## config.mk

```make
export PLATFORM = sky130hd
export DESIGN_NAME = b74_front
export DESIGN_NICKNAME = d
export VERILOG_FILES = /design/src/sv/b74_pkg.sv /design/src/sv/b74_front.sv
export SDC_FILE = /design/constraint.sdc
export NUM_CORES = 1
export LEC_CHECK = 0
export ABC_AREA = 0
export BUFFER_PORTS_ARGS = -buffer_cell sky130_fd_sc_hd__buf_2
export CORE_ASPECT_RATIO = 0.8
export CORE_UTILIZATION = 35
export DETAILED_ROUTE_END_ITERATION = 10
export PLACE_DENSITY = 0.74
export SYNTH_ARGS = -nofsm -noshare
export SYNTH_HDL_FRONTEND = slang
export SYNTH_SLANG_ARGS = --single-unit
```

## constraint.sdc

```tcl
create_clock -name vclk -period 11.2
set_input_delay 2.24 -clock vclk [all_inputs]
set_output_delay 2.24 -clock vclk [all_outputs]
set_load 0.1 [all_outputs]
```

## src/sv/b74_pkg.sv

```systemverilog
package b74_pkg;

    localparam int RADIX       = 74;
    localparam int CHUNK_W     = 16;
    localparam int STEPS       = 64 / CHUNK_W;
    localparam int STEP_W      = $clog2(STEPS);
    localparam int X_W         = 7 + CHUNK_W;
    localparam int RECIP_SHIFT = 29;
    // ceil(2^29 / 74); the quotient estimate is exact or one too high.
    localparam logic [X_W-1:0] RECIP = 23'd7255013;

    localparam logic FUNC_ENCODE = 1'b0;
    localparam logic FUNC_DECODE = 1'b1;

    typedef logic [7:0] alpha_t [0:RADIX-1];

    localparam alpha_t ALPHABET = '{
        "a", "b", "c", "d", "e", "f", "g", "h", "i", "j", "k", "l", "m",
        "n", "o", "p", "q", "r", "s", "t", "u", "v", "w", "x", "y", "z",
        "A", "B", "C", "D", "E", "F", "G", "H", "I", "J", "K", "L", "M",
        "N", "O", "P", "Q", "R", "S", "T", "U", "V", "W", "X", "Y", "Z",
        " ", "(", ")", ".", "+", "-", "*", "/", "?", "<", ">", "_",
        "0", "1", "2", "3", "4", "5", "6", "7", "8", "9"
    };

    typedef struct packed {
        logic               func;
        logic signed [63:0] value_in;
        logic [3:0]         num_digits;
        logic [7:0]         char_in;
        logic               end_of_string;
    } in_item_t;

    typedef struct packed {
        logic [7:0]         char_out;
        logic signed [63:0] value_out;
        logic               error_flag;
        logic               last_result;
    } out_item_t;

    typedef struct packed {
        logic        func;
        logic        neg;
        logic [63:0] value;
        logic [3:0]  count;
        logic        bad;
        logic [6:0]  digit;
        logic        eos;
    } cmd_t;

    function automatic logic [7:0] digit_to_char(input logic [6:0] d, input logic [6:0] rot);
        logic [7:0] s;
        logic [7:0] idx;
        s = {1'b0, d} + {1'b0, rot};
        if (s >= 8'(RADIX))
        begin
            idx = s - 8'(RADIX);
        end
        else
        begin
            idx = s;
        end
        return ALPHABET[idx[6:0]];
    endfunction

    // Returns the unknown-character flag above the rotated digit.
    function automatic logic [7:0] char_to_digit(input logic [7:0] c, input logic [6:0] rot);
        logic       found;
        logic [6:0] pos;
        logic [7:0] d8;
        found = 1'b0;
        pos   = '0;
        for (int i = 0; i < RADIX; i++)
        begin
            if (ALPHABET[i] == c)
            begin
                found = 1'b1;
                pos   = 7'(i);
            end
        end
        if (pos >= rot)
        begin
            d8 = {1'b0, pos} - {1'b0, rot};
        end
        else
        begin
            d8 = {1'b0, pos} + 8'(RADIX) - {1'b0, rot};
        end
        return {~found, d8[6:0]};
    endfunction

endpackage

```

## src/sv/b74_front.sv

```systemverilog
module b74_front import b74_pkg::*; #(
    parameter int MAX_DIGITS = 10
) (
    input  logic     push,
    input  in_item_t item,
    input  logic [6:0] rot,
    input  logic     fifo_full,
    output logic     full,
    output logic     cmd_push,
    output cmd_t     cmd
);

    logic [3:0] count;
    logic [7:0] dec;

    always_comb
    begin
        count = item.num_digits;
        if (count == 4'd0)
        begin
            count = 4'd1;
        end
        if (count > 4'(MAX_DIGITS))
        begin
            count = 4'(MAX_DIGITS);
        end
    end

    assign dec = char_to_digit(item.char_in, rot);

    assign full     = fifo_full;
    assign cmd_push = push && !fifo_full;

    always_comb
    begin
        cmd.func  = item.func;
        cmd.neg   = item.value_in[63];
        cmd.value = item.value_in;
        cmd.count = count;
        cmd.bad   = dec[7];
        cmd.digit = dec[6:0];
        cmd.eos   = item.end_of_string;
    end

endmodule

```

==> results of run 1 <==
## per-layer routing
layer	GRT usage (%)	wire (um)
met2	21.38	2396
met4	2.273	49
met3	2.994	409
met5	0	0
met1	20.68	2459
## path summary, 6_finish.rpt
kind	endpoint	startpoint	slack, ps	cells after the start
worst min-delay path	cmd[15]	item[15]	4480	0
worst max-delay path	cmd[6]	item[5]	2840	16
## area by class of cell
type | instances | share of cell area (%)
inverter | 19 | 3.497
multi-input combinational | 219 | 82.76
tap | 84 | 5.153
timing repair buffer | 35 | 8.589
## synth_stat cells (3+ instances only)
cell	n
inv_1	19
clkbuf_1	7
nand2b_1	6
buf_2	10
buf_4	74
o211ai_1	6
nor3_1	5
nand4bb_1	3
a31oi_1	5
o21ai_0	8
mux2i_1	6
nor2_1	15
nor3b_1	4
nor2b_1	10
o31ai_1	3
a21oi_1	18
o21a_1	5
a21o_1	3
nand2_1	16
a2bb2oi_1	4
or3_1	4
o21ai_1	6
fa_1	5
o22ai_1	3
ha_1	16
nand3_1	5
xnor2_1	10
## power by group
group	total (uW)	switching, uW	internal, uW
Clock	0	0	0
Sequential	0	0	0
Combinational	195	146	49.0
## critical path, delay by kind of cell
family / cells / cell delay (ps)
AO/OA/AOI/OAI: 6 / 930
XOR/XNOR: 1 / 80
adder cells (fa/ha/maj): 3 / 970
buffers and inverters: 3 / 830
AND/OR/NAND/NOR: 3 / 1060
## metrics by stage
| step | power [uW] | std cells |
|---|---|---|
| after floorplan | 279.1 | 331 |
| after global placement | 193.9 | 357 |
| after detailed placement | 194.8 | 357 |
| after CTS | 196.0 | 357 |
| after global routing | 207.7 | 357 |
| final | 195.1 | 357 |
## logic make-up (layout without fill, tap and decap cells)
family	Yosys count	count (layout)	share of synthesized area, %
multiplexers	7	7	2.973
XOR/XNOR	12	12	4.382
AO/OA/AOI/OAI	88	88	25.77
buffers and inverters	112	54	29.63
AND/OR/NAND/NOR	90	90	24.31
adder cells (fa/ha/maj)	22	22	12.94
==> reports/qor.yml, run 1 <==
num-clock-buffers: 0
final_util_pct: 31.35
fin_area_um2: 2039
multiInputGateArea_um2: 1688
relSlewSlack_pct: 56.72
place.gp.congestion: 0.9560
grt_pass1_vias: 1805
antenna_found_initial: 0
io_pins: 168
drcViolationCount: 0
die-area_um2: 7190
powerDensity_nw_per_um2: 95.66
max_clock_freq_mhz: 119.5
path_class: "in -> out"
seq_cell_count: 0
synth_cell_types: 66
place_area_um2: 2039
critical_path_arrival_ps: 6120
status: "complete, no violations"
postCtsHoldBufs: 0
ys_seq_area_share_pct: 0
antenna_left: 0
initial_utilization_pct: 36.87
hold_violations: 0
wirelength_um: 5314
leakagePower_uw: 0.0008538
final_cell_mix: "35 x buf_2, 19 x inv_1, 18 x a21oi_1, 16 x nand2_1, 16 x ha_1"
syn-cell-area_um2: 2399
die_h_um: 76.05
grt_overflow_total: 0
yosysTopAreaCell: "buf_4"
maxCapViolCount: 0
dp_slack_ps: 2911
cts.repair.resized: 0
crit_path_end_kind: "primary output"
layout_setup_ws_ps: 2835
die_x_um: 94.56
diodes: 0
netlist_top_cells_area: "buf_4 23%, ha_1 8.3%, fa_1 4.2%"
syn_to_final_growth_pct: -14.97
holdWs_ps: 4480
finalNetCount: 383
drv_slew: 0
grt_max_degree: 42
routedWlPerCell_um: 14.89
vias_per_cell: 5.697
drt_iter0_markers: 244
setup_viol: 0
tightest_slew_ps: 640.1
crit_path_start_kind: "input port"
track_usage_pct: 14.13
dr_total_vias: 2034
core-area_um2: 6506
period_share_pct: 74.69
grt_pass1_wl_um: 8625
crit_required_ps: 8960
drive_above_1_share_pct: 15.75
syn_avg_cell_area_um2: 7.246
drt_first_pass_iters: 4
core.rowCount: 26
ir_worst_vdd_mv: 0.05920
mostFrequentLayoutCell: "buf_2"
critPathSlowestCell: "nor4bb_2"
yosys_warnings: 0
post-cts-setup-buffer-count: 0
finalSetupTns_ps: 0
n_fill_cell: 723
synthCells: 331
crit_chain: "buf_2 -> nor4bb_2 -> a22oi_1 -> nor3b_1 -> a2111oi_2 -> o211a_1 -> ha_1 -> inv_1 -> ha_1 -> fa_1 -> a21o_1 -> a21oi_1 -> xnor2_1 -> nor2_1 -> a31o_1 -> buf_2"
min_path_type: "in -> out"
min_period_ps: 8365
seq_area_um2: 0
synth_top_area_share_pct: 23.16
critPathMaxStageDelay_ps: 690
syn-num-nets: 439
dp_hpwl_um: 3916
io_buffers: 35
rsz0062_at_grt: "false"
worstPathMaxFanout: 22
No activity file was read; power rests on OpenSTA's default activity.
==> run 2: changes to the inputs <==
Clock period 11.2 ns to 7.7 ns, I/O delays scaled along.
==> run 2 against run 1 <==
Against the previous run:
- power increased by 45%
- via count about the same
- utilization unchanged
- largest power group unchanged
==> reports/qor.yml, run 2 (synthesis results as in run 1) <==
status: "complete, no violations"  # unchanged
dr_total_vias: 2032  # was 2034
p_seq_share_pct: 0  # about the same
die-area_um2: 7190  # unchanged
vias_per_cell: 5.692  # was 5.697
seq_area_um2: 0  # unchanged
setup_viol: 0  # unchanged
p_total_uw: 283.4  # was 195.1 uW
routedWlPerCell_um: 14.71  # was 14.89 um
post-cts-setup-buffer-count: 0  # unchanged
final_cell_mix: "35 x buf_2, 19 x inv_1, 18 x a21oi_1, 16 x nand2_1, 16 x ha_1"  # unchanged
dp_hpwl_um: 3932  # was 3916 um
drt_first_pass_iters: 4  # unchanged
wirelength_um: 5253  # was 5314 um
mostFrequentLayoutCell: "buf_2"  # unchanged
finalNetCount: 383  # unchanged
drive_above_1_share_pct: 15.75  # unchanged
tightest_slew_ps: 654.4  # was 640.1 ps
grt_max_degree: 42  # unchanged
grt_pass1_vias: 1834  # was 1805
min_path_type: "in -> out"  # unchanged
max_clock_freq_mhz: 145.1
die_x_um: 94.56  # unchanged
core-area_um2: 6506  # unchanged
place.gp.congestion: 0.9559  # was 0.9560
core.rowCount: 26  # unchanged
maxCapViolCount: 0  # unchanged
finalSetupTns_ps: 0  # unchanged
hold_violations: 0  # unchanged
switching_share_pct: 74.87  # was 74.90%
period_share_pct: 89.51
syn_to_final_growth_pct: -14.97  # unchanged
leakagePower_uw: 0.0008538  # unchanged
die_h_um: 76.05  # unchanged
net-switching-power_uw: 212.2  # was 146.1 uW
crit_path_start_kind: "input port"  # unchanged
multiInputGateArea_um2: 1688  # unchanged
antenna_left: 0  # unchanged
diodes: 0  # unchanged
drcViolationCount: 0  # unchanged
crit_required_ps: 6160  # was 8960 ps
path_class: "in -> out"  # unchanged
track_usage_pct: 13.74  # was 14.13%
initial_utilization_pct: 36.87  # unchanged
io_pins: 168  # unchanged
drv_slew: 0  # unchanged
seq_cell_count: 0  # unchanged
grt_pass1_wl_um: 8438  # was 8625 um
relSlewSlack_pct: 56.37  # was 56.72%
ir_worst_vdd_mv: 0.07980  # was 0.05920 mV
cts.repair.resized: 0  # unchanged
num-clock-buffers: 0  # unchanged
antenna_found_initial: 0  # unchanged
drt_iter0_markers: 233  # was 244
n_fill_cell: 724  # was 723
postCtsHoldBufs: 0  # unchanged
grt_overflow_total: 0  # unchanged
cellInternalPower_uw: 71.23  # was 48.96 uW
min_period_ps: 6892
worstPathMaxFanout: 22  # unchanged
powerDensity_nw_per_um2: 139.0  # was 95.66 nW/um2
whs_path_depth: 0  # unchanged
crit_path_end_kind: "primary output"  # unchanged
critical_path_arrival_ps: 5350  # was 6120 ps
p_clk_share_pct: 0  # about the same
io_buffers: 35  # unchanged
rsz0062_at_grt: "false"  # unchanged
power.share.combinational_pct: 100.0  # about the same
## run 2: cell counts in the layout (fill, tap and decap cells not counted)
Identical to the previous run, type by type.
## run 2: power by group through the flow
stage / Clock [uW] / Sequential (uW) / Combinational, uW
after global placement: 0 / 0 / 282
after global routing: 0 / 0 / 301
after detailed placement: 0 / 0 / 284
after floorplan: 0 / 0 / 406
after CTS: 0 / 0 / 285
final: 0 / 0 / 283
## run 2: layer usage
layer | wire length (um) | track usage, % | vias to the layer above | part of all wire, %
met2 | 2373 | 20.65 | 92 | 45
met4 | 69 | 3.636 | 0 | 1.3
met1 | 2437 | 19.53 | 945 | 46
li1 | - | - | 985 | -
met3 | 373 | 3.094 | 10 | 7.1
met5 | 0 | 0 | - | 0
## run 2: worst paths after layout
kind / start / to / slack (ps)
setup / recovery: item[5] / cmd[6] / 810
hold / removal: item[15] / cmd[15] / 3080
## run 2: area by class of cell
| type | instances | share of cell area, % |
|---|---|---|
| tap | 84 | 5.153 |
| timing repair buffer | 35 | 8.589 |
| multi-input combinational | 219 | 82.76 |
| inverter | 19 | 3.497 |
## run 2: critical path: stages
cell	delay, ps
buf_2	350
nor4bb_2	630
a22oi_1	170
nor3b_1	280
a2111oi_2	90
o211a_1	180
ha_1	280
inv_1	40
ha_1	220
fa_1	470
a21o_1	200
a21oi_1	170
xnor2_1	80
nor2_1	90
a31o_1	110
buf_2	420
## run 2: metrics by stage
stage / std cells / area (um2) / hold slack [ps] / worst slack (ps) / util (%)
after floorplan: 331 / 2399 / 3292 / 647.7 / -
after global placement: 357 / 2039 / 3081 / 917.6 / 31.35
after detailed placement: 357 / 2039 / 3081 / 834.0 / 31.35
after CTS: 357 / 2039 / 3081 / 806.2 / 31.35
after global routing: 357 / 2039 / 3080 / 571.4 / 31.35
final: 357 / 2039 / 3080 / 807.5 / 31.35
==> run 3: changes to the inputs <==
Settings changed: CORE_ASPECT_RATIO 0.8 to 1.2, CORE_UTILIZATION 35 to 40, PLACE_DENSITY 0.74 to 0.82.
Clock period 7.7 ns to 8.35 ns, I/O delays scaled along.
==> run 3 against run 2 <==
Against the previous run:
- non-clock buffer count is the same
- first-iteration DRC count fell by 58%
- global-route usage grew 1.7 points
- combinational power decreased by 8.5%
- die area fell by 12%
- cell count down 1.1%
- sequential share of layout area stayed put
- via count increased by 0.54%
- wire length is 3.6% lower
- final area down 0.25%
- setup slack improved by 510 ps
- flip-flop and latch count is the same
==> reports/qor.yml, run 3 (synthesis results as in run 1) <==
track_usage_pct: 15.46  # was 13.74%
grt_pass1_vias: 1841  # was 1834
antenna_found_initial: 0  # unchanged
critPathTopFamily: "adder cells"  # was simple AND/OR/NAND/NOR gates
critical_path_arrival_ps: 5360  # was 5350 ps
multiInputGateArea_um2: 1688  # unchanged
rsz0062_at_grt: "false"  # unchanged
finalNetCount: 383  # unchanged
die_h_um: 86.83  # was 76.05 um
relSlewSlack_pct: 57.19  # was 56.37%
power.share.combinational_pct: 100.0  # about the same
dr_total_vias: 2043  # was 2032
mostFrequentLayoutCell: "buf_2"  # unchanged
ir_worst_vdd_mv: 0.07743  # was 0.07980 mV
dp_hpwl_um: 3804  # was 3932 um
period_share_pct: 84.24
net-switching-power_uw: 193.0  # was 212.2 uW
die_x_um: 72.69  # was 94.56 um
crit_path_start_kind: "input port"  # unchanged
grt_pass1_wl_um: 8204  # was 8438 um
initial_utilization_pct: 42.04  # was 36.87%
worstHoldStart: "item[64]"  # was item[15]
hold_violations: 0  # unchanged
grt_max_degree: 42  # unchanged
diodes: 0  # unchanged
min_period_ps: 7034
worstPathMaxFanout: 22  # unchanged
routedWlPerCell_um: 14.34  # was 14.71 um
drive_above_1_share_pct: 15.75  # unchanged
critPathMaxStageDelay_ps: 560  # was 630 ps
io_pins: 168  # unchanged
crit_path_end_kind: "primary output"  # unchanged
p_total_uw: 258.5  # was 283.4 uW
crit_chain: "buf_2 -> nor4bb_2 -> a22oi_1 -> nor3b_1 -> a2111oi_2 -> o211a_1 -> ha_1 -> inv_1 -> ha_1 -> fa_1 -> a21o_1 -> a21oi_1 -> xnor2_1 -> nor2_1 -> a31o_1 -> buf_2"  # unchanged
seq_cell_count: 0  # unchanged
wirelength_um: 5062  # was 5253 um
fin_area_um2: 2034  # was 2039 um2
post-cts-setup-buffer-count: 0  # unchanged
maxCapViolCount: 0  # unchanged
p_seq_share_pct: 0  # about the same
syn_to_final_growth_pct: -15.18  # was -14.97%
finalSetupTns_ps: 0  # unchanged
cts.repair.resized: 0  # unchanged
setup_viol: 0  # unchanged
core-area_um2: 5705  # was 6506 um2
min_to: "cmd[64]"  # was cmd[15]
vias_per_cell: 5.788  # was 5.692
critPathLaunch: "item[5]"  # unchanged
tightest_slew_ps: 642.1  # was 654.4 ps
grt_overflow_total: 0  # unchanged
postCtsHoldBufs: 0  # unchanged
cellInternalPower_uw: 65.55  # was 71.23 uW
drt_first_pass_iters: 4  # unchanged
place_area_um2: 2034  # was 2039 um2
place.gp.congestion: 0.9416  # was 0.9559
leakagePower_uw: 0.0008538  # unchanged
io_buffers: 35  # unchanged
whs_path_depth: 0  # unchanged
status: "complete, no violations"  # unchanged
drt_iter0_markers: 98  # was 233
crit_required_ps: 6680  # was 6160 ps
drcViolationCount: 0  # unchanged
switching_share_pct: 74.64  # was 74.87%
critPathSlowestCell: "nor4bb_2"  # unchanged
n_fill_cell: 639  # was 724
die-area_um2: 6311  # was 7190 um2
final_cell_mix: "35 x buf_2, 19 x inv_1, 18 x a21oi_1, 16 x nand2_1, 16 x ha_1"  # unchanged
path_class: "in -> out"  # unchanged
min_path_type: "in -> out"  # unchanged
seq_area_um2: 0  # unchanged
max_clock_freq_mhz: 142.2
crit_buf_inv: 3  # unchanged
powerDensity_nw_per_um2: 127.1  # was 139.0 nW/um2
core.rowCount: 30  # was 26
antenna_left: 0  # unchanged
num-clock-buffers: 0  # unchanged
drv_slew: 0  # unchanged
p_clk_share_pct: 0  # about the same
run 3: cell counts in the layout (fill, tap and decap cells not counted):
Identical to the previous run, type by type.
run 3: how the worst max path moves through the flow:
stage | to | slack (ps) | cells after the start
finish | cmd[6] | 1320 | 16
global route | cmd[6] | 1020 | 16
CTS | cmd[6] | 1310 | 16
detailed placement | cmd[6] | 1330 | 16
global placement | cmd[6] | 1400 | 16
floorplan | cmd[7] | 1040 | 14
run 3: area by class of cell:
cell class | count | share of cell area (%)
multi-input cells | 219 | 82.96
repair buffers | 35 | 8.610
well taps | 80 | 4.920
inverters | 19 | 3.506
run 3: per-layer routing:
layer	vias up	wire length [um]	global-route usage [%]
met4	0	130	6.239
met5	-	0	0
met3	22	342	2.558
li1	992	-	-
met1	950	2168	18.88
met2	79	2421	26.68
run 3: power by group through the flow:
stage	clock, uW	combinational [uW]	sequential (uW)
2_1_floorplan	0	374	0
3_3_place_gp	0	255	0
3_5_place_dp	0	258	0
4_1_cts	0	259	0
5_1_grt	0	276	0
6_report	0	259	0
run 3: through the flow:
step / worst slack, ps / utilization [%] / hold slack, ps / cells
global placement: 1403 / 35.66 / 3341 / 353
CTS: 1313 / 35.66 / 3341 / 353
finish: 1316 / 35.66 / 3340 / 353
global route: 1017 / 35.66 / 3340 / 353
floorplan: 1038 / - / 3552 / 331
detailed placement: 1325 / 35.66 / 3341 / 353
