### src/sv/b74_pkg.sv
package b74_pkg;

    localparam int RADIX       = 74;
    localparam int CHUNK_W     = 16;
    localparam int STEPS       = 64 / CHUNK_W;
    localparam int STEP_W      = $clog2(STEPS);
    localparam int X_W         = 7 + CHUNK_W;
    localparam int RECIP_SHIFT = 29;
    // ceil(2^29 / 74); the quotient estimate is exact or one too high.
    localparam logic [X_W-1:0] RECIP = 23'd7255013;

    localparam logic FUNC_ENCODE = 1'b0;
    localparam logic FUNC_DECODE = 1'b1;

    typedef logic [7:0] alpha_t [0:RADIX-1];

    localparam alpha_t ALPHABET = '{
        "a", "b", "c", "d", "e", "f", "g", "h", "i", "j", "k", "l", "m",
        "n", "o", "p", "q", "r", "s", "t", "u", "v", "w", "x", "y", "z",
        "A", "B", "C", "D", "E", "F", "G", "H", "I", "J", "K", "L", "M",
        "N", "O", "P", "Q", "R", "S", "T", "U", "V", "W", "X", "Y", "Z",
        " ", "(", ")", ".", "+", "-", "*", "/", "?", "<", ">", "_",
        "0", "1", "2", "3", "4", "5", "6", "7", "8", "9"
    };

    typedef struct packed {
        logic               func;
        logic signed [63:0] value_in;
        logic [3:0]         num_digits;
        logic [7:0]         char_in;
        logic               end_of_string;
    } in_item_t;

    typedef struct packed {
        logic [7:0]         char_out;
        logic signed [63:0] value_out;
        logic               error_flag;
        logic               last_result;
    } out_item_t;

    typedef struct packed {
        logic        func;
        logic        neg;
        logic [63:0] value;
        logic [3:0]  count;
        logic        bad;
        logic [6:0]  digit;
        logic        eos;
    } cmd_t;

    function automatic logic [7:0] digit_to_char(input logic [6:0] d, input logic [6:0] rot);
        logic [7:0] s;
        logic [7:0] idx;
        s = {1'b0, d} + {1'b0, rot};
        if (s >= 8'(RADIX))
        begin
            idx = s - 8'(RADIX);
        end
        else
        begin
            idx = s;
        end
        return ALPHABET[idx[6:0]];
    endfunction

    // Returns the unknown-character flag above the rotated digit.
    function automatic logic [7:0] char_to_digit(input logic [7:0] c, input logic [6:0] rot);
        logic       found;
        logic [6:0] pos;
        logic [7:0] d8;
        found = 1'b0;
        pos   = '0;
        for (int i = 0; i < RADIX; i++)
        begin
            if (ALPHABET[i] == c)
            begin
                found = 1'b1;
                pos   = 7'(i);
            end
        end
        if (pos >= rot)
        begin
            d8 = {1'b0, pos} - {1'b0, rot};
        end
        else
        begin
            d8 = {1'b0, pos} + 8'(RADIX) - {1'b0, rot};
        end
        return {~found, d8[6:0]};
    endfunction

endpackage

### src/sv/b74_cmd_fifo.sv
module b74_cmd_fifo import b74_pkg::*; (
    input  logic clk,
    input  logic rst_n,
    input  logic push,
    input  cmd_t din,
    output logic full,
    input  logic pop,
    output logic valid,
    output cmd_t dout
);

    cmd_t       mem_reg [2];
    logic       wr_ptr_reg;
    logic       wr_ptr_next;
    logic       rd_ptr_reg;
    logic       rd_ptr_next;
    logic [1:0] count_reg;
    logic [1:0] count_next;
    logic       do_push;
    logic       do_pop;

    assign full    = (count_reg == 2'd2);
    assign valid   = (count_reg != 2'd0);
    assign dout    = mem_reg[rd_ptr_reg];
    assign do_push = push && !full;
    assign do_pop  = pop && valid;

    always_comb
    begin
        wr_ptr_next = wr_ptr_reg ^ do_push;
        rd_ptr_next = rd_ptr_reg ^ do_pop;
        count_next  = count_reg + 2'(do_push) - 2'(do_pop);
    end

    always_ff @(posedge clk or negedge rst_n)
    begin
        if (!rst_n)
        begin
            wr_ptr_reg <= 1'b0;
            rd_ptr_reg <= 1'b0;
            count_reg  <= 2'd0;
        end
        else
        begin
            wr_ptr_reg <= wr_ptr_next;
            rd_ptr_reg <= rd_ptr_next;
            count_reg  <= count_next;
        end
    end

    always_ff @(posedge clk)
    begin
        if (do_push)
        begin
            mem_reg[wr_ptr_reg] <= din;
        end
    end

endmodule

### config.mk
export PLATFORM = sky130hd
export DESIGN_NAME = b74_cmd_fifo
export DESIGN_NICKNAME = d
export VERILOG_FILES = /design/src/sv/b74_pkg.sv /design/src/sv/b74_cmd_fifo.sv
export SDC_FILE = /design/constraint.sdc
export NUM_CORES = 1
export LEC_CHECK = 0
export BUFFER_PORTS_ARGS = -buffer_cell sky130_fd_sc_hd__buf_2
export CAP_MARGIN = 20
export CORE_MARGIN = 2
export CORE_UTILIZATION = 35
export DETAILED_ROUTE_END_ITERATION = 7
export PLACE_DENSITY = 0.59
export SETUP_SLACK_MARGIN = 0.5
export SYNTH_ARGS = -nofsm -noshare
export SYNTH_HDL_FRONTEND = slang
export SYNTH_SLANG_ARGS = --single-unit
### constraint.sdc
create_clock -name clk -period 5.1 [get_ports clk]
set_input_delay 0.765 -clock clk [delete_from_list [all_inputs] [get_ports clk]]
set_output_delay 0.765 -clock clk [all_outputs]
set_load 0.01 [all_outputs]
==> results of run 1 <==
-- layout make-up --
cell class                 instances  share of cell area (%)
multi-input combinational         91                    16.7
sequential                       162                    61.3
inverter                           4                   0.190
timing repair buffer             167                    11.2
clock inverter                    12                    1.49
tap                              229                    3.63
clock buffer                      19                    5.48
-- critical path: cells and delay by family, from the launching register on --
family	cells	cell delay (ps)
buffers and inverters	2	650
multiplexers	1	350
flip-flops	1	950
-- kinds of logic after synthesis --
kind of cell / count (synthesis) / share of synthesized area, %
compound gates: 1 / 0.119
xor+xnor: 3 / 0.416
fa+ha+maj: 4 / 0.791
buf+inv: 13 / 2.95
flops: 162 / 76.6
mux: 79 / 18.8
simple gates: 4 / 0.356
-- final timing paths --
kind | from | endpoint | slack (ps) | depth (start not counted)
worst max-delay path | rd_ptr_reg | dout[66] | 1960 | 3
worst min-delay path | rst_n | wr_ptr_reg | 140 | 1
worst max register to register | count_reg[0] | mem_reg[1][26] | 3170 | 4
worst min register to register | count_reg[1] | count_reg[1] | 530 | 1
max in group asynchronous | rst_n | rd_ptr_reg | 4820 | 1
min in group clk | count_reg[1] | count_reg[1] | 530 | 1
-- power groups by stage --
stage               logic (mW)  clock network (mW)  registers, mW
floorplan                 1.15                   0           1.93
global placement          1.39                   0           2.02
CTS                       1.45                1.23           2.00
global route              1.51                1.29           2.02
finish                    1.41                1.20           1.99
detailed placement        1.44                   0           2.02
-- through the flow --
step           instances  power [mW]  setup WS, ps  utilization (%)  hold slack (ps)
2_1_floorplan        266        3.07          1860                -              469
3_3_place_gp         651        3.41          2380             40.9              502
3_5_place_dp         653        3.47          2350             41.2              531
4_1_cts              684        4.68          1880             44.3              120
5_1_grt              684        4.83          1830             44.3              120
6_report             684        4.60          1960             44.3              143
-- Yosys cell counts, drive strengths merged --
master | instances | area, um^2
and2 | 1 | 6.26
buf | 9 | 171
dfrtp | 4 | 100
edfxtp | 158 | 4740
ha | 4 | 50.1
inv | 4 | 15.0
mux2 | 79 | 1190
nand2 | 1 | 3.75
nand2b | 1 | 6.26
o21a | 1 | 7.51
or2 | 1 | 6.26
xnor2 | 2 | 17.5
xor2 | 1 | 8.76
-- layer usage --
metal	up-vias	track usage, %	routed length (um)
met5	-	0	0
met3	10	4.05	610
met4	0	5.32	195
met2	95	20.1	5640
li1	1398	-	-
met1	1481	13.7	4620
==> results by group, run 1 <==
Setup path
  – Worst Setup Start Kind: register
  – Critical path class: register to primary output
  – Worst path arrival time: around 2400 ps
  – CP max FO: 40
  – CP Data Required Time: between 4000 and 5000 ps
  – Slowest stage cell, crit path: dfrtp_4
  – Critical path cell sequence: buf_4 > mux2_4 > buf_2
  – Crit. End Element: primary output
  – CP peak stage delay: 950 ps

Detailed routing
  – Post-route ant nets: 0
  – Drt drc: 0
  – Wirelength per Cell: 16.2 um
  – Initial drt markers: 115
  – Pre-Repair DR Iteration Count: 4
  – Via/cell ratio: 4.36
  – Drt total wl: 11100 um
  – Total number of vias: just under 3000

Layout
  – Most common cell after layout, fill and taps aside: buf_2
  – Antenna fix cells: 0
  – Max reg flops: roughly 160
  – Commonest non-fill, non-tap cells in the layout: buf_2 (163), edfxtp_1 (158), mux2_4 (79), clkbuf_16 (17), inv_1 (4)
  – Area occupied by multi-input gates: 1320 um^2
  – Layout cell share with drive strength beyond 1: 60.7%
  – Post-layout instance area: 7900 um^2
  – Layout net count: 530
  – Register area: 4850 um^2
  – Fill cell count: 1567
  – P&R area growth vs syn: 25.0%

Timing
  – Sum Neg Setup Slack: 0 ps
  – Final Cycle Share: 61.5%
  – Rel. slew slack: 47.8%
  – Slew Limit Fails: 0
  – Min Tclk post-route: approximately 3100 ps
  – Fin. Hold Viols: 0
  – Final Skew: 4.28 ps
  – RSZ-0062 raised after global routing: false
  – Final setup fails: 0
  – Upper clock frequency limit: 319 MHz
  – Worst Tran Pin Value: 783 ps

CTS
  – Post CTS Setup Buffer Count: 0
  – CTS tree: yes
  – Resized cells post-CTS: 0
  – TritonCTS Buffers: 17
  – Clock Path Buffers: 2
  – Root Driver: clkbuf_16
  – CTS Hold Bufs: 0
  – Clock transition at path regs: about 60 ps
  – H-tree depth: 4
  – # clock sinks: 162
  – Worst skew pair latency: 410 ps

Global route
  – Gr ovfl total: 0
  – Largest net degree at the start of global routing: 52
  – Vias in the first global route: 3315
  – GRT Overall Usage: 11.9%
  – Antenna violations before repair: 0
  – First-pass GRT wire length: ~17000 um

Pwr
  – Clock share of power: 26.1%
  – Pleak: 3.17 nW
  – Sw Pwr: 1.30 mW
  – Cell Pwr Density: 582 nW/um^2
  – Seq pwr share: 43.2%
  – Peak supply drop: 0.239 mV
  – Switching part of the total power: between 20 and 30%
  – P_int: 3.30 mW
  – Logic pwr share: 30.7%

Floorplanning
  – Row count: 49
  – Core area: 17800 um^2
  – IO Count: 164
  – Die height: 138 um
  – Die Width: 138 um
  – Die area: 19200 um^2
  – Starting Density: 35.4%

Synthesis
  – Post-synthesis sequential area ratio: 76.6%
  – Syn_nets: 353
  – Synthesized cell area: 6320 um^2
  – Syn Inst Count: 266
  – Ys Warns: 0
  – Yosys cell types: 14
  – FF+latch count, synth: approximately 160
  – Post-Syn Area per Cell: 23.8 um^2

Run
  – Maxcap violations: 0

Placement
  – GPL Wtd Cong: ~0.69
  – Placed Area: 7350 um^2
  – DP HPWL: roughly 7100 um
  – PortBufs: 163

Run status
  – Run status: complete, no violations

Hold path
  – Hold crit path type: input port to asynchronous set/reset pin
No activity file was read; power rests on OpenSTA's default activity.
==> run 2, diff against run 1 <==
--- a/config.mk
+++ b/config.mk
@@ -5,6 +5,7 @@
 export SDC_FILE = /design/constraint.sdc
 export NUM_CORES = 1
 export LEC_CHECK = 0
+export ABC_AREA = 1
 export BUFFER_PORTS_ARGS = -buffer_cell sky130_fd_sc_hd__buf_2
 export CAP_MARGIN = 20
 export CORE_MARGIN = 2
==> constraint.sdc (replaced) <==
create_clock -name clk -period 3.2 [get_ports clk]
set_input_delay 0.48 -clock clk [delete_from_list [all_inputs] [get_ports clk]]
set_output_delay 0.48 -clock clk [all_outputs]
set_load 0.01 [all_outputs]
==> run 2 against run 1 <==
Combinational power grew 49%. Clock skew is 1.2 ps higher. Final cell count grew 25%. Setup slack worse by 1200 ps. Die area is 4.3% lower. Critical path depth grew 1. Clock power increased by 45%. Wire length is 9.1% higher. Non-clock buffer count is 3 higher. Register-to-register slack lost 2000 ps. Largest power group unchanged.
==> results by group, run 2 <==
Layout
  – Fill cell count: 1580 (+0.83%)
  – Layout cell share with drive strength beyond 1: 31.5% (-29 points)
  – Register area: 4850 um^2 (unchanged)
  – Area occupied by multi-input gates: 1020 um^2 (-23%)
  – P&R area growth vs syn: 25.5%
  – Most common cell after layout, fill and taps aside: nand2_1
  – Antenna fix cells: 0 (unchanged)
  – Post-Route Utilization: 44.3% (about the same)
  – Post-layout instance area: 7580 um^2 (-4.1%)
  – Layout net count: 702 (+32%)
  – Commonest non-fill, non-tap cells in the layout: nand2_1 (246), buf_2 (163), edfxtp_1 (158), clkbuf_16 (17), inv_1 (9)
  – Max reg flops: 158 (unchanged)

Timing
  – Sum Neg Setup Slack: 0 ps (unchanged)
  – Final Cycle Share: 76.5%
  – Final Skew: 5.44 ps (+1.16 ps)
  – RSZ-0062 raised after global routing: false
  – Worst Tran Pin Value: 610 ps (-173 ps)
  – Hold_ws: 256 ps (+112 ps)
  – Upper clock frequency limit: 409 MHz
  – Rel. slew slack: 59.3% (+12 points)
  – Fin. Hold Viols: 0 (unchanged)
  – Final setup fails: 0 (unchanged)
  – Min Tclk post-route: 2450 ps
  – Slew Limit Fails: 0 (unchanged)

Pwr
  – P_int: 4.60 mW (+39%)
  – Seq pwr share: 44.7% (+1.5 points)
  – Peak supply drop: 0.651 mV (+170%)
  – Logic pwr share: 30.3% (-0.4 points)
  – Sw Pwr: 2.34 mW (+80%)
  – Clock share of power: 25.0% (-1.1 points)
  – Total power: 6.94 mW (+51%)
  – Switching part of the total power: 33.8% (+5.5 points)
  – Cell Pwr Density: 915 nW/um^2 (+57%)
  – Pleak: 3.26 nW (+2.6%)

Hold path
  – Hold crit path type: input port to register
  – Hold_sp: din[48]

Floorplanning
  – Starting Density: 35.3% (-0.14 points)
  – Core area: 17100 um^2 (-4.1%)
  – Die area: 18300 um^2 (-4.3%)
  – Die height: 135 um (-2.2%)
  – Row count: 48 (-2.0%)
  – IO Count: 164 (unchanged)
  – Die Width: 135 um (-2.2%)

Synthesis
  – FF+latch count, synth: 162 (unchanged)
  – Post-synth top area cell: edfxtp_1
  – Yosys top cell area share: 78.5% (+3.5 points)
  – EDFF count, synth: 158 (unchanged)
  – Post-synthesis sequential area ratio: 80.2% (+3.6 points)
  – Ys Warns: 0 (unchanged)
  – Syn_nets: 530 (+50%)
  – Synth area leaders: edfxtp_1 (79%), nand2_1 (15%), buf_6 (1.7%)
  – Asr flop ratio synth: 2.47% (unchanged)
  – Post-Syn Area per Cell: 13.6 um^2 (-43%)
  – Synthesized cell area: 6040 um^2 (-4.4%)
  – Syn Inst Count: 443 (+67%)
  – Most common cell in the synthesized netlist: nand2_1
  – Yosys cell types: 11 (-3)
  – Synth cell count leaders: nand2_1 (246), edfxtp_1 (158), buf_6 (9), inv_1 (9), buf_4 (8)
  – Top_reg_cell synth: edfxtp_1

Detailed routing
  – Post-route ant nets: 0 (unchanged)
  – WL met2: 6060 um (+7.5%)
  – WL met3: 741 um (+21%)
  – Top Layer Used: met4
  – Via/cell ratio: 4.36 (about the same)
  – Routed metal-1 wirelength: 5120 um (+11%)
  – Drt drc: 0 (unchanged)
  – Wirelength per Cell: 14.2 um (-13%)
  – Pre-Repair DR Iteration Count: 4 (unchanged)
  – Initial drt markers: 210 (+83%)
  – Drt total wl: 12100 um (+9.1%)
  – Total number of vias: 3721 (+25%)

Setup path
  – Crit. End Element: primary output
  – Worst path arrival time: 1970 ps (-400 ps)
  – CP max FO: 80 (+100%)
  – Critical path class: register to primary output
  – CP startpoint: rd_ptr_reg
  – Reg2reg start: count_reg[1]
  – CP Data Required Time: 2720 ps (-1620 ps)
  – Worst Setup Start Kind: register

Placement
  – Placed Area: 7070 um^2 (-3.9%)
  – DP HPWL: 7690 um (+8.8%)
  – GPL Wtd Cong: 0.717 (+4.2%)
  – PortBufs: 163 (unchanged)

CTS
  – Clock Path Buffers: 2 (unchanged)
  – Root Driver: clkbuf_16
  – # clock sinks: 162 (unchanged)
  – CTS tree: yes
  – Worst skew pair latency: 410 ps (about the same)
  – H-tree depth: 4 (unchanged)
  – TritonCTS Buffers: 17 (unchanged)
  – Clock transition at path regs: 60 ps (about the same)

Global route
  – Antenna violations before repair: 0 (unchanged)
  – GRT Overall Usage: 13.2% (+1.3 points)
  – Largest net degree at the start of global routing: 81 (+56%)
  – First-pass GRT wire length: 18200 um (+4.5%)
  – Vias in the first global route: 3651 (+10%)
  – Gr ovfl total: 0 (unchanged)

Run status
  – Run status: complete, no violations

Run
  – Maxcap violations: 0 (unchanged)
[run 2: what timing repair did]
| item | CTS | global route |
|---|---|---|
| resized for setup | 0 | 1 |
| hold buffers | 1 | 0 |
| setup endpoints to repair | 0 | 2 |
| buffers inserted | 0 | 0 |
| hold endpoints to repair | 4 | 0 |
[run 2: path summary, 6_finish.rpt]
check	endpoint	slack [ps]	cells after the start
min	mem_reg[0][48]	260	1
min in group asynchronous	rd_ptr_reg	410	2
max	dout[36]	750	4
max in group asynchronous	rd_ptr_reg	2640	2
min reg2reg	count_reg[0]	570	1
max reg2reg	mem_reg[1][64]	1170	5
[run 2: power by group through the flow]
stage | clock network, mW | registers, mW | logic, mW
after detailed placement | 0 | 3.15 | 2.16
after global routing | 1.88 | 3.15 | 2.37
final | 1.74 | 3.10 | 2.10
after floorplan | 0 | 3.06 | 1.43
after CTS | 1.79 | 3.11 | 2.17
after global placement | 0 | 3.13 | 2.13
[run 2: layout make-up]
type / instances / share of cell area (%)
clock buffer: 19 / 5.71
clock inverter: 13 / 0.940
inverter: 10 / 0.594
multi-input combinational: 254 / 13.4
sequential: 162 / 63.9
tap: 225 / 3.71
timing repair buffer: 170 / 11.7
[run 2: critical path, stage by stage, from the launching register on]
cell and delay (ps):
dfrtp_4 700, inv_8 390, nand2_1 100, nand2_1 110, buf_2 140
[run 2: per-layer routing]
layer / global-route usage [%] / up-vias
met4: 4.92 / 0
li1: - / 1832
met3: 4.30 / 12
met1: 15.7 / 1779
met5: 0 / -
met2: 22.6 / 98
[run 2: cell families after synthesis]
| logic type | share of synthesized area (%) |
|---|---|
| simple gates | 15.5 |
| flops | 80.2 |
| buf+inv | 3.42 |
| fa+ha+maj | 0.828 |
| compound gates | 0.0827 |
[run 2: stage by stage]
| stage | std cells | setup slack (ps) |
|---|---|---|
| 4_1_cts | 853 | 601 |
| 5_1_grt | 853 | 630 |
| 3_5_place_dp | 820 | 1050 |
| 6_report | 853 | 753 |
| 3_3_place_gp | 820 | 1060 |
| 2_1_floorplan | 443 | 204 |
==> run 3, diff against run 2 <==
--- a/config.mk
+++ b/config.mk
@@ -11,7 +11,7 @@
 export CORE_MARGIN = 2
 export CORE_UTILIZATION = 35
 export DETAILED_ROUTE_END_ITERATION = 7
-export PLACE_DENSITY = 0.59
+export PLACE_DENSITY = 0.61
 export SETUP_SLACK_MARGIN = 0.5
 export SYNTH_ARGS = -nofsm -noshare
 export SYNTH_HDL_FRONTEND = slang
==> constraint.sdc (replaced) <==
create_clock -name clk -period 2.1 [get_ports clk]
set_input_delay 0.315 -clock clk [delete_from_list [all_inputs] [get_ports clk]]
set_output_delay 0.315 -clock clk [all_outputs]
set_load 0.01 [all_outputs]
==> run 3 against run 2 <==
Die area is the same. Final cell count rose by 2.7%. First-iteration DRC count is 9.0% lower. Critical path depth is 1 higher. Register-to-register slack got worse by 600 ps. Setup slack got worse by 510 ps. Total power rose by 74%. Utilization rose by 3.3 points. Wire length rose by 17%. Clock-buffer cell count fell by 2. Critical endpoint is now dout[67]. Highest routed layer unchanged.
==> results by group, run 3 (synthesized netlist as in run 2, its figures left out) <==
Run status
  – Run status: complete, no violations

Detailed routing
  – Pre-Repair DR Iteration Count: 4 (unchanged)
  – Drt total wl: 14100 um (+17%)
  – Post-route ant nets: 0 (unchanged)
  – Initial drt markers: 191 (-9.0%)
  – Wirelength per Cell: 16.1 um (+14%)
  – Total number of vias: 3941 (+5.9%)
  – Drt drc: 0 (unchanged)
  – Via/cell ratio: 4.50 (+3.1%)

Timing
  – Sum Neg Setup Slack: 0 ps (unchanged)
  – Worst Tran Pin Value: 366 ps (-244 ps)
  – Final Skew: 9.95 ps (+4.51 ps)
  – Rel. slew slack: 75.6% (+16 points)
  – Upper clock frequency limit: 538 MHz
  – Final setup fails: 0 (unchanged)
  – RSZ-0062 raised after global routing: true
  – Min Tclk post-route: roughly 1900 ps
  – Final Cycle Share: 88.6%
  – Slew Limit Fails: 0 (unchanged)
  – Fin. Hold Viols: 0 (unchanged)

Pwr
  – Cell Pwr Density: 1480 nW/um^2 (+62%)
  – Peak supply drop: 0.615 mV (-5.6%)
  – Pleak: 3.51 nW (+7.7%)

Placement
  – PortBufs: 163 (unchanged)
  – DP HPWL: 7810 um (+1.5%)
  – Placed Area: 7090 um^2 (+0.41%)
  – GPL Wtd Cong: 0.708 (-1.2%)

Floorplanning
  – Row count: 48 (unchanged)
  – IO Count: 164 (unchanged)
  – Starting Density: 35.3% (unchanged)
  – Core area: 17100 um^2 (unchanged)
  – Die height: 135 um (unchanged)
  – Die Width: 135 um (unchanged)
  – Die area: 18300 um^2 (unchanged)

Global route
  – GRT Overall Usage: 15.4% (+2.2 points)
  – Gr ovfl total: 0 (unchanged)
  – Largest net degree at the start of global routing: 45 (-44%)
  – Antenna violations before repair: 2 (+2)
  – Vias in the first global route: 3727 (+2.1%)
  – First-pass GRT wire length: 20400 um (+12%)

Run
  – Maxcap violations: 0 (unchanged)

Setup path
  – Crit. End Element: primary output
  – Worst path arrival time: 1540 ps (-430 ps)
  – CP max FO: 8 (-90%)
  – Most used cell along the critical path: nand2_1
  – Slowest stage cell, crit path: dfrtp_4
  – CP peak stage delay: 560 ps (-140 ps)
  – Worst Setup Start Kind: register
  – Worst path top cell family by delay: flip-flops
  – Critical path class: register to primary output
  – CP Data Required Time: 1780 ps (-940 ps)
  – Critical path cell sequence: buf_6 > clkbuf_16 > nand2_1 > nand2_1 > buf_2
  – CP bufs+invs: 3 (+1)

Layout
  – P&R area growth vs syn: 34.7%
  – Max reg flops: 158 (unchanged)
  – Commonest non-fill, non-tap cells in the layout: nand2_1 (228), buf_2 (158), edfxtp_1 (158), clkbuf_16 (19), nand2_2 (14)
  – Most common cell after layout, fill and taps aside: nand2_1
  – Layout cell share with drive strength beyond 1: 37.9% (+6.4 points)
  – Layout net count: 723 (+3.0%)
  – Fill cell count: 1577 (-0.19%)
  – Post-layout instance area: 8140 um^2 (+7.3%)

Hold path
  – Hold crit path type: input port to register

CTS
  – Clock transition at path regs: 70 ps (about the same)
  – # clock sinks: 162 (unchanged)
  – Clock Path Buffers: 2 (unchanged)
  – H-tree depth: 4 (unchanged)
  – CTS tree: yes
  – Worst skew pair latency: 420 ps (about the same)
  – TritonCTS Buffers: 17 (unchanged)
  – Root Driver: clkbuf_16
==> run 3: cell count changes in the layout (fill, tap and decap cells not counted), sizes merged <==
cell,before,now
buf,169,179
bufinv,0,2
clkinv,8,6
clkinvlp,5,3
diode,0,2
inv,10,23
==> run 3: worst paths after layout <==
kind / startpoint / endpoint / slack [ps] / depth (start not counted)
hold reg to reg: count_reg[1] / count_reg[1] / 600 / 3
max in group asynchronous: rst_n / rd_ptr_reg / 1720 / 2
min in group asynchronous: rst_n / wr_ptr_reg / 220 / 2
setup / recovery: rd_ptr_reg / dout[67] / 240 / 5
setup reg to reg: count_reg[1] / mem_reg[1][8] / 570 / 5
hold / removal: din[10] / mem_reg[1][10] / 80 / 1
==> run 3: repair_timing <==
action | 4_1_cts | 5_1_grt
endpoints found under the setup margin | 175 | 105
setup buffers | 8 | 1
hold buffers | 1 | 0
gates cloned | 10 | 2
endpoints found under the hold margin | 4 | 0
resized for setup | 33 | 22
pin swaps | 0 | 3
==> run 3: power by group <==
part           switching, mW  internal [mW]  total, mW
clock                   1.26           1.76       3.02
sequential             0.228           4.42       4.65
combinational           2.75           1.65       4.40
total                   4.24           7.83       12.1
==> run 3: worst reg2reg max path, stage by stage, from the launching register on <==
cell,delay [ps]
dfrtp_1,390
inv_2,90
o21ai_2,80
inv_2,100
ha_4,300
buf_4,260
==> run 3: routing by layer <==
| layer | GRT usage (%) | part of all wire (%) | vias up |
|---|---|---|---|
| li1 | - | - | 1885 |
| met1 | 19.0 | 42 | 1911 |
| met4 | 5.27 | 1.4 | 0 |
| met3 | 4.64 | 6.3 | 16 |
| met2 | 26.0 | 50 | 129 |
| met5 | 0 | 0 | - |
==> run 3: metrics by stage <==
step           setup slack [ps]  power (mW)  utilization [%]  hold WS (ps)  instances
6_report                    240        12.1             47.6          84.4        876
5_1_grt                     161        12.8             47.5          64.9        875
4_1_cts                     213        12.0             46.7          59.3        871
3_5_place_dp                407        8.13             41.4           133        820
3_3_place_gp                411        8.06             41.4           130        820
2_1_floorplan               464        6.84                -          19.4        443
==> run 3: cell type report <==
| cell class | instances | area (um^2) | area share (%) |
|---|---|---|---|
| diodes | 2 | 5.00 | 0.0615 |
| clock buffers | 17 | 425 | 5.23 |
| clock inverters | 15 | 158 | 1.94 |
| inverters | 10 | 53.8 | 0.661 |
| multi-input cells | 254 | 1090 | 13.3 |
| flip-flops and latches | 162 | 4850 | 59.6 |
| well taps | 225 | 282 | 3.46 |
| repair buffers | 182 | 1140 | 14.0 |
| repair inverters | 9 | 145 | 1.78 |
